**config.mk**
```make
export PLATFORM = sky130hd
export DESIGN_NAME = matrix_row_sort_by_sum_top
export DESIGN_NICKNAME = d
export VERILOG_FILES = /design/src/rtl/mrs_pkg.sv /design/src/rtl/mrs_store.sv /design/src/rtl/mrs_sort.sv /design/src/rtl/matrix_row_sort_by_sum_top.sv
export SDC_FILE = /design/constraint.sdc
export NUM_CORES = 2
export LEC_CHECK = 0
export ABC_AREA = 1
export BUFFER_PORTS_ARGS = -buffer_cell sky130_fd_sc_hd__buf_2
export CORE_MARGIN = 2
export CORE_UTILIZATION = 24
export CTS_BUF_LIST = sky130_fd_sc_hd__clkbuf_16
export CTS_CLUSTER_DIAMETER = 100
export DETAILED_ROUTE_END_ITERATION = 6
export GPL_TIMING_DRIVEN = 0
export PLACE_DENSITY = 0.45
export SLEW_MARGIN = 20
export SYNTH_ARGS = -nofsm -noshare
export SYNTH_HDL_FRONTEND = slang
export SYNTH_SLANG_ARGS = --single-unit
export TNS_END_PERCENT = 20
```
**constraint.sdc**
```tcl
create_clock -name i_clk -period 11 [get_ports i_clk]
set_input_delay 0.55 -clock i_clk [delete_from_list [all_inputs] [get_ports i_clk]]
set_output_delay 0.55 -clock i_clk [all_outputs]
set_load 0.005 [all_outputs]
```
**src/rtl/mrs_pkg.sv**
```systemverilog
// shared constants and types for the matrix row sort block
package mrs_pkg;

    localparam int VALUE_W = 32;
    localparam int SIZE_W  = 4;
    localparam logic [SIZE_W-1:0] SIZE_RESET = 4'd8;

    typedef struct packed {
        logic push;
        logic pass_start;
        logic compare;
        logic advance;
    } t_sort_ctl;

endpackage

```
**src/rtl/mrs_store.sv**
```systemverilog
// element memory with one write port and one registered read port
module mrs_store #(
    parameter int DEPTH = 64,
    parameter int AW    = 6
) (
    input  logic                        i_clk,
    input  logic                        i_we,
    input  logic [AW-1:0]               i_waddr,
    input  logic [mrs_pkg::VALUE_W-1:0] i_wdata,
    input  logic                        i_re,
    input  logic [AW-1:0]               i_raddr,
    output logic [mrs_pkg::VALUE_W-1:0] o_rdata
);

    logic [mrs_pkg::VALUE_W-1:0] r_mem [DEPTH];
    logic [mrs_pkg::VALUE_W-1:0] r_rdata;

    always_ff @(posedge i_clk) begin
        if (i_we) begin
            r_mem[i_waddr] <= i_wdata;
        end
        if (i_re) begin
            r_rdata <= r_mem[i_raddr];
        end
    end

    assign o_rdata = r_rdata;

endmodule

```
**src/rtl/mrs_sort.sv**
```systemverilog
// row total sequence with one shared compare unit for bubble passes
module mrs_sort #(
    parameter int MAX_SIZE = 8,
    parameter int SUM_W    = 35,
    parameter int RW       = 3,
    parameter int CW       = 4
) (
    input  logic                    i_clk,
    input  mrs_pkg::t_sort_ctl      i_ctl,
    input  logic [CW-1:0]           i_n,
    input  logic signed [SUM_W-1:0] i_new_total,
    input  logic [RW-1:0]           i_new_idx,
    input  logic                    i_last_row,
    output logic [RW-1:0]           o_src_idx
);

    logic signed [SUM_W-1:0] r_tot [MAX_SIZE];
    logic [RW-1:0]           r_idx [MAX_SIZE];
    logic signed [SUM_W-1:0] r_ctot;
    logic [RW-1:0]           r_cidx;

    logic signed [SUM_W-1:0] w_sh_tot [MAX_SIZE];
    logic [RW-1:0]           w_sh_idx [MAX_SIZE];
    logic                    w_gt;
    logic signed [SUM_W-1:0] w_ins_tot;
    logic [RW-1:0]           w_ins_idx;
    logic signed [SUM_W-1:0] n_ctot;
    logic [RW-1:0]           n_cidx;
    logic                    w_move;
    logic                    w_insert;

    always_comb begin
        for (int k = 0; k < MAX_SIZE - 1; k++) begin
            w_sh_tot[k] = r_tot[k+1];
            w_sh_idx[k] = r_idx[k+1];
        end
        w_sh_tot[MAX_SIZE-1] = r_tot[MAX_SIZE-1];
        w_sh_idx[MAX_SIZE-1] = r_idx[MAX_SIZE-1];
    end

    // carried entry moves on only when strictly greater, which keeps ties in order
    assign w_gt = r_ctot > r_tot[0];

    always_comb begin
        w_ins_tot = r_ctot;
        w_ins_idx = r_cidx;
        n_ctot    = r_ctot;
        n_cidx    = r_cidx;
        if (i_ctl.push) begin
            n_ctot = i_new_total;
            n_cidx = i_new_idx;
        end else if (i_ctl.pass_start) begin
            n_ctot = r_tot[0];
            n_cidx = r_idx[0];
        end else if (i_ctl.compare) begin
            if (w_gt) begin
                w_ins_tot = r_tot[0];
                w_ins_idx = r_idx[0];
            end else begin
                n_ctot = r_tot[0];
                n_cidx = r_idx[0];
            end
        end
    end

    assign w_insert = i_ctl.push | i_ctl.pass_start | i_ctl.compare;
    assign w_move   = w_insert | i_ctl.advance;

    always_ff @(posedge i_clk) begin
        r_ctot <= n_ctot;
        r_cidx <= n_cidx;
        if (w_move) begin
            for (int k = 0; k < MAX_SIZE; k++) begin
                if (w_insert && (k + 2 == int'(i_n))) begin
                    r_tot[k] <= w_ins_tot;
                    r_idx[k] <= w_ins_idx;
                end else begin
                    r_tot[k] <= w_sh_tot[k];
                    r_idx[k] <= w_sh_idx[k];
                end
            end
        end
    end

    assign o_src_idx = i_last_row ? r_cidx : r_idx[0];

endmodule

```
**src/rtl/matrix_row_sort_by_sum_top.sv**
```systemverilog
// top level of the matrix row sort by row sum block
// usage:
//   write the matrix size on i_cfg_we/i_cfg_data while the block is idle;
//   zero counts as one and sizes above MAX_SIZE saturate; a write drops
//   any partially loaded matrix. reset leaves the size at eight.
//   input words are matrix elements in row-major order, one per cycle
//   while o_in_ready is high; a running row total is kept exactly.
//   after the last element the block runs n-1 bubble passes through
//   one shared compare unit, so rows come out stably ordered
//   by ascending total; o_in_ready is low meanwhile.
//   it then reads the element memory one word per cycle unless the
//   receiver stalls, and emits the n*n words row by row, with
//   o_last_of_matrix on the final one. the output words come
//   straight from the registered memory read.
//   a stalled receiver holds the output register and halts the reads;
//   the next matrix may load while the final word still waits.
//   reset returns the block to loading with an empty matrix.
module matrix_row_sort_by_sum_top #(
    parameter int MAX_SIZE = 8
) (
    input  logic                              i_clk,
    input  logic                              i_rst_n,
    input  logic                              i_cfg_we,
    input  logic [mrs_pkg::SIZE_W-1:0]        i_cfg_data,
    input  logic                              i_in_valid,
    output logic                              o_in_ready,
    input  logic signed [mrs_pkg::VALUE_W-1:0] i_element_value,
    output logic                              o_out_valid,
    input  logic                              i_out_ready,
    output logic signed [mrs_pkg::VALUE_W-1:0] o_out_value,
    output logic                              o_last_of_matrix
);

    localparam int RW    = $clog2(MAX_SIZE);
    localparam int CW    = $clog2(MAX_SIZE + 1);
    localparam int DEPTH = MAX_SIZE * MAX_SIZE;
    localparam int AW    = $clog2(DEPTH);
    localparam int SUM_W = mrs_pkg::VALUE_W + $clog2(MAX_SIZE);
    localparam logic [AW-1:0] ROW_STRIDE = AW'(MAX_SIZE);

    typedef enum logic [2:0] {
        ST_LOAD = 3'b001,
        ST_SORT = 3'b010,
        ST_EMIT = 3'b100
    } t_state;

    t_state r_state, n_state;
    logic [mrs_pkg::SIZE_W-1:0] r_size;
    logic [RW-1:0] r_row, n_row;
    logic [RW-1:0] r_col, n_col;
    logic [RW-1:0] r_pass, n_pass;
    logic [RW-1:0] r_step, n_step;
    logic signed [SUM_W-1:0] r_acc;
    logic r_ov, n_ov;
    logic r_last, n_last;

    logic [CW-1:0] w_n;
    logic w_accept;
    logic w_row_last;
    logic w_col_last;
    logic w_step_last;
    logic w_pass_last;
    logic w_issue;
    logic w_word_last;
    logic signed [SUM_W-1:0] w_sum;
    logic [AW-1:0] w_addr;
    logic [RW-1:0] w_src;
    mrs_pkg::t_sort_ctl w_ctl;

    always_comb begin
        if (r_size == '0) begin
            w_n = CW'(1);
        end else if (int'(r_size) > MAX_SIZE) begin
            w_n = CW'(MAX_SIZE);
        end else begin
            w_n = CW'(r_size);
        end
    end

    assign o_in_ready  = (r_state == ST_LOAD);
    assign w_accept    = i_in_valid & o_in_ready;
    assign w_row_last  = (CW'(r_row) + CW'(1) == w_n);
    assign w_col_last  = (CW'(r_col) + CW'(1) == w_n);
    assign w_step_last = (CW'(r_step) + CW'(1) == w_n);
    assign w_pass_last = (CW'(r_pass) + CW'(2) == w_n);
    assign w_issue     = (r_state == ST_EMIT) & (~r_ov | i_out_ready);
    assign w_word_last = w_row_last & w_col_last;

    assign w_sum = ((r_col == '0) ? SUM_W'(0) : r_acc)
                   + SUM_W'(i_element_value);
    assign w_addr = AW'(r_row) * ROW_STRIDE + AW'(r_col);

    always_comb begin
        w_ctl            = '0;
        w_ctl.push       = w_accept & w_col_last;
        w_ctl.pass_start = (r_state == ST_SORT) & (r_step == '0);
        w_ctl.compare    = (r_state == ST_SORT) & (r_step != '0);
        w_ctl.advance    = w_issue & w_col_last;
    end

    always_comb begin
        n_state = r_state;
        n_row   = r_row;
        n_col   = r_col;
        n_pass  = r_pass;
        n_step  = r_step;
        n_ov    = r_ov;
        n_last  = r_last;
        if (i_out_ready) begin
            n_ov = 1'b0;
        end
        case (r_state)
            ST_LOAD: begin
                if (w_accept) begin
                    if (w_col_last) begin
                        n_col = '0;
                        if (w_row_last) begin
                            n_row  = '0;
                            n_pass = '0;
                            n_step = '0;
                            n_state = (w_n == CW'(1)) ? ST_EMIT : ST_SORT;
                        end else begin
                            n_row = r_row + RW'(1);
                        end
                    end else begin
                        n_col = r_col + RW'(1);
                    end
                end
            end
            ST_SORT: begin
                if (w_step_last) begin
                    n_step = '0;
                    n_pass = r_pass + RW'(1);
                    if (w_pass_last) begin
                        n_state = ST_EMIT;
                    end
                end else begin
                    n_step = r_step + RW'(1);
                end
            end
            ST_EMIT: begin
                if (w_issue) begin
                    n_ov   = 1'b1;
                    n_last = w_word_last;
                    if (w_col_last) begin
                        n_col = '0;
                        if (w_row_last) begin
                            n_row   = '0;
                            n_state = ST_LOAD;
                        end else begin
                            n_row = r_row + RW'(1);
                        end
                    end else begin
                        n_col = r_col + RW'(1);
                    end
                end
            end
            default: begin
                n_state = ST_LOAD;
            end
        endcase
        if (i_cfg_we) begin
            n_state = ST_LOAD;
            n_row   = '0;
            n_col   = '0;
            n_pass  = '0;
            n_step  = '0;
        end
    end

    always_ff @(posedge i_clk) begin
        if (!i_rst_n) begin
            r_state <= ST_LOAD;
            r_size  <= mrs_pkg::SIZE_RESET;
            r_row   <= '0;
            r_col   <= '0;
            r_pass  <= '0;
            r_step  <= '0;
            r_ov    <= 1'b0;
            r_last  <= 1'b0;
        end else begin
            r_state <= n_state;
            r_row   <= n_row;
            r_col   <= n_col;
            r_pass  <= n_pass;
            r_step  <= n_step;
            r_ov    <= n_ov;
            r_last  <= n_last;
            if (i_cfg_we) begin
                r_size <= i_cfg_data;
            end
        end
    end

    always_ff @(posedge i_clk) begin
        if (w_accept) begin
            r_acc <= w_sum;
        end
    end

    mrs_sort #(
        .MAX_SIZE (MAX_SIZE),
        .SUM_W    (SUM_W),
        .RW       (RW),
        .CW       (CW)
    ) u_sort (
        .i_clk       (i_clk),
        .i_ctl       (w_ctl),
        .i_n         (w_n),
        .i_new_total (w_sum),
        .i_new_idx   (r_row),
        .i_last_row  (w_row_last),
        .o_src_idx   (w_src)
    );

    mrs_store #(
        .DEPTH (DEPTH),
        .AW    (AW)
    ) u_store (
        .i_clk   (i_clk),
        .i_we    (w_accept),
        .i_waddr (w_addr),
        .i_wdata (i_element_value),
        .i_re    (w_issue),
        .i_raddr (AW'(w_src) * ROW_STRIDE + AW'(r_col)),
        .o_rdata (o_out_value)
    );

    assign o_out_valid      = r_ov;
    assign o_last_of_matrix = r_last;

    a_issue_valid: assert property (@(posedge i_clk) disable iff (!i_rst_n)
        w_issue |=> o_out_valid)
        else $error("issued read did not produce an output word");

    a_last_ends: assert property (@(posedge i_clk) disable iff (!i_rst_n)
        (w_issue && w_word_last && !i_cfg_we) |=> (r_state == ST_LOAD))
        else $error("emission continued past the final word");

    a_pass_range: assert property (@(posedge i_clk) disable iff (!i_rst_n)
        (r_state == ST_SORT) |-> (CW'(r_pass) + CW'(1) < w_n))
        else $error("sort pass count out of range");

    a_row_range: assert property (@(posedge i_clk) disable iff (!i_rst_n)
        (r_state == ST_LOAD) |-> (CW'(r_row) < w_n && CW'(r_col) < w_n))
        else $error("load position outside matrix");

    a_no_load_sort: assert property (@(posedge i_clk) disable iff (!i_rst_n)
        (r_state != ST_LOAD) |-> !w_accept)
        else $error("element taken while sorting or emitting");

endmodule
```
==> run summary <==
==================================================================================
Min setup slack post-route ..........................................      6.12 ns
Distinct cell type count after synthesis ............................           51
RSZ-0062 raised after global routing ................................           no
H-Tree Level Count ..................................................            5
Site row count ......................................................          237
Worst Setup Path Type ...............................................   reg -> reg
Max stage delay cell, worst path .................................... sky130_fd_sc_hd__buf_1
Post-synth design cell area .........................................  100000 um^2
Ports ...............................................................           76
Type of the tightest min-delay check ................................    in -> reg
Wire length of the first global-routing pass ........................    590000 um
Global placer's final weighted congestion ...........................        0.955
Longest Clk Path Bufs ...............................................            4
Sequential area share after synthesis ...............................        73.9%
Grt ovf .............................................................            0
Period utilization ..................................................        44.4%
Number of I/O port buffers ..........................................           75
Biggest cell delay along the critical path ..........................      0.72 ns
Area of all placed cells without fillers ............................  121000 um^2
Aggregate routed wire length ........................................    449000 um
Placed cell areas ...................................................  113000 um^2
Final Slew Violations ...............................................            0
Sequence of cells on the critical path .............................. buf_4 > nand3_2 > inv_1 > buf_2 > buf_2 > buf_1 > a21oi_1 > nand3_1 > nor2_1 > o21ai_1 > nand2_1 > nand2_1
Worst-margin pin slew ...............................................      1.24 ns
DRC violation count after routing ...................................            0
Syn avg cell area ...................................................    12.9 um^2
Worst-skew pair later-pin latency ...................................      0.92 ns
Element type at the critical path end ...............................    flip-flop
Estimated wirelength of the detail-placed design ....................    324000 um
Clk pin slew, worst setup/hold paths ................................      0.06 ns
Die Wd ..............................................................       651 um
Required time worst endpoint ........................................     11.67 ns
Max-cap violations ..................................................            0
LEAKAGE .............................................................      43.0 nW
Share of the core filled with cells in the final layout .............        29.1%
Cell at the root of the clock tree .................................. sky130_fd_sc_hd__clkbuf_16
Syn-to-layout area delta ............................................        20.6%
Worst setup skew after layout .......................................    0.0854 ns
Via count of the routed design ......................................        69600
Number of clock buffers inserted by TritonCTS .......................          274
Final total negative setup slack ....................................         0 ns
Violation count after the first detailed-routing iteration ..........        11300
Maximum number of pins on one net before global-route repair ........          102
DIE AREA ............................................................  424000 um^2
Max IR drop VDD .....................................................   0.000104 V
Final count of hold timing violations ...............................            0
TritonCTS clock tree ................................................         done
Initial core utilization ............................................        24.1%
Power per cell area .................................................  170 nW/um^2
Run status .......................................................... complete, no violations
Startpoint types ....................................................    flip-flop
Overall Global Routing Usage ........................................        20.5%
Post-detailed-route via-to-cell ratio ...............................         4.95
Total of warnings raised by yosys ...................................            0
Final #Nets .........................................................         8481
Number of global-route vias before repair ...........................        65600
Worst relative slew slack ...........................................        17.6%
Post-cts resize count ...............................................            0
Cells after synthesis ...............................................         7782
Post-synthesis sequential element count .............................         2478
Maximum fanout along the worst path .................................           10
Dpl ws ..............................................................      6.28 ns
Data arrival at the endpoint of the critical path ...................      5.55 ns
CTS sink cnt ........................................................         2478
Remaining number of nets flagged by the antenna check after routing .            0
Maximum frequency from static timing analysis .......................      205 MHz
Number of antenna violations at the first check in global routing ...           48
Floorplan die height ................................................       651 um
Minimum period implied by the final worst setup slack ...............      4.88 ns
Final number of setup-violating endpoints ...........................            0
Ratio of cells with drive above 1 in the final layout ...............        12.3%
1st-pass router iterations ..........................................            6
Core ar. ............................................................  417000 um^2
Routed length per instance ..........................................      31.9 um
==================================================================================
-- per-layer routing --
metal	wire, um	up-vias	part of all wire, %	track usage [%]
li1	-	29200	-	-
met1	175000	35300	39	26.8
met2	200000	4169	45	31.9
met3	45600	857	10	4.23
met4	28100	14	6.3	11.1
met5	84	-	0.019	0
-- registers in the layout, summed over array words and instances (netlist names) --
register	flops
o_last_of_matrix	1
u_store.o_rdata	32
r_col	3
u_sort.r_ctot	35
o_out_valid	1
r_pass	3
r_step	3
u_store.r_mem	2048
u_sort.r_tot	280
r_size	4
r_state	3
u_sort.r_cidx	3
r_row	3
u_sort.r_idx	24
r_acc	35
-- cells by family (layout without fill, tap and decap cells) --
logic type | count (synthesis) | in the layout | share of synthesized area, %
AO/OA/AOI/OAI | 768 | 768 | 5.53
XOR/XNOR | 39 | 39 | 0.340
adder cells (fa/ha/maj) | 77 | 77 | 0.967
buffers and inverters | 873 | 1618 | 3.75
flip-flops | 2478 | 2478 | 73.9
other | 1 | 48 | 0.00373
AND/OR/NAND/NOR | 3546 | 3546 | 15.5
-- power breakdown --
group          internal, mW  switching, mW  total [mW]  leakage [nW]
combinational         0.293           1.07        1.36          16.4
sequential             10.4         0.0151        10.5          22.3
clock                  4.89           3.92        8.81          4.28
-- path summary, 6_finish.rpt --
| check | startpoint | to | slack [ns] | cells after the start |
|---|---|---|---|---|
| setup / recovery | r_col[1]$_SDFFE_PP0P_ | u_store.o_rdata[6]$_DFFE_PP_ | 6.12 | 12 |
| setup reg to reg | r_col[1]$_SDFFE_PP0P_ | u_store.o_rdata[6]$_DFFE_PP_ | 6.12 | 12 |
| hold / removal | i_cfg_data[2] | r_size[2]$_SDFFE_PN0P_ | 0.06 | 3 |
| hold reg to reg | u_sort.r_idx[0][11]$_DFFE_PP_ | u_sort.r_idx[0][8]$_DFFE_PP_ | 0.51 | 2 |
-- through the flow --
| step | total power, mW | instances | hold slack (ns) |
|---|---|---|---|
| after floorplan | 11.2 | 7819 | 0.462 |
| after global placement | 11.9 | 13400 | 0.493 |
| after detailed placement | 12.0 | 13600 | 0.503 |
| after CTS | 20.7 | 14100 | 0.0111 |
| after global routing | 21.1 | 14100 | 0.0719 |
| final | 20.6 | 14100 | 0.0630 |
-- critical path, delay by kind of cell (launching register included) --
kind,cells,cell delay [ns]
compound gates,2,0.51
buf+inv,5,2.37
flops,1,0.33
simple gates,5,1.44
-- layout by cell type, fill, tap and decap left out, types with 48 or more instances in the layout --
| cell type | netlist | final |
|---|---|---|
| sky130_fd_sc_hd__nand3_1 | 762 | 761 |
| sky130_fd_sc_hd__nand2_1 | 2100 | 2100 |
| sky130_fd_sc_hd__a221oi_1 | 50 | 50 |
| sky130_fd_sc_hd__buf_4 | 38 | 72 |
| sky130_fd_sc_hd__o21ai_0 | 81 | 80 |
| sky130_fd_sc_hd__inv_1 | 475 | 531 |
| sky130_fd_sc_hd__a22oi_1 | 257 | 257 |
| sky130_fd_sc_hd__buf_12 | 1 | 106 |
| sky130_fd_sc_hd__buf_2 | 180 | 233 |
| sky130_fd_sc_hd__clkinv_1 | 2 | 68 |
| sky130_fd_sc_hd__clkbuf_2 | 0 | 48 |
| sky130_fd_sc_hd__a22o_1 | 206 | 206 |
| sky130_fd_sc_hd__clkbuf_1 | 130 | 82 |
| sky130_fd_sc_hd__nor2_4 | 4 | 69 |
| sky130_fd_sc_hd__ha_1 | 76 | 76 |
| sky130_fd_sc_hd__nor2_1 | 304 | 239 |
| sky130_fd_sc_hd__nand4_1 | 225 | 225 |
| sky130_fd_sc_hd__edfxtp_1 | 2457 | 2457 |
| sky130_fd_sc_hd__clkbuf_16 | 0 | 281 |
| sky130_fd_sc_hd__buf_16 | 0 | 77 |
| sky130_fd_sc_hd__a21oi_1 | 125 | 125 |
-- what timing repair did --
item	CTS	global route
setup endpoints to repair	0	0
buffers inserted	0	0
hold endpoints to repair	31	0
hold buffers	7	0
-- cell usage after synthesis, drive strengths merged --
library cell	count	area share [%]
a211oi	20	0.15
a21boi	2	0.015
a21o	5	0.037
a21oi	125	0.62
a221oi	50	0.44
a22o	206	1.8
a22oi	257	1.9
a31oi	7	0.044
and2	45	0.28
and3	19	0.12
buf	249	1.4
clkbuf	130	0.49
clkinv	2	0.0075
conb	1	0.0037
dfxtp	21	0.42
edfxtp	2457	73
fa	1	0.020
ha	76	0.95
inv	492	1.8
nand2	2128	8.2
nand3	769	3.9
nand3b	12	0.090
nand4	235	1.6
nor2	308	1.2
nor2b	2	0.012
nor3	20	0.12
nor4	2	0.012
o21a	1	0.0075
o21ai	89	0.46
o21bai	5	0.037
o22ai	1	0.0062
or2	6	0.037
xnor2	8	0.070
xor2	31	0.27
-- layout make-up --
| cell class | instances | area [um^2] |
|---|---|---|
| Clock buffer | 281 | 7030 |
| Tap cell | 5497 | 6880 |
| Clock inverter | 196 | 1260 |
| Inverter | 494 | 1860 |
| Antenna cell | 10 | 25.0 |
| Buffer | 379 | 1990 |
| Fill cell | 42000 | 295000 |
| Timing Repair Buffer | 268 | 4790 |
| Sequential cell | 2478 | 74200 |
| Multi-Input combinational cell | 4468 | 23100 |
(Power assumes the default switching activity.)
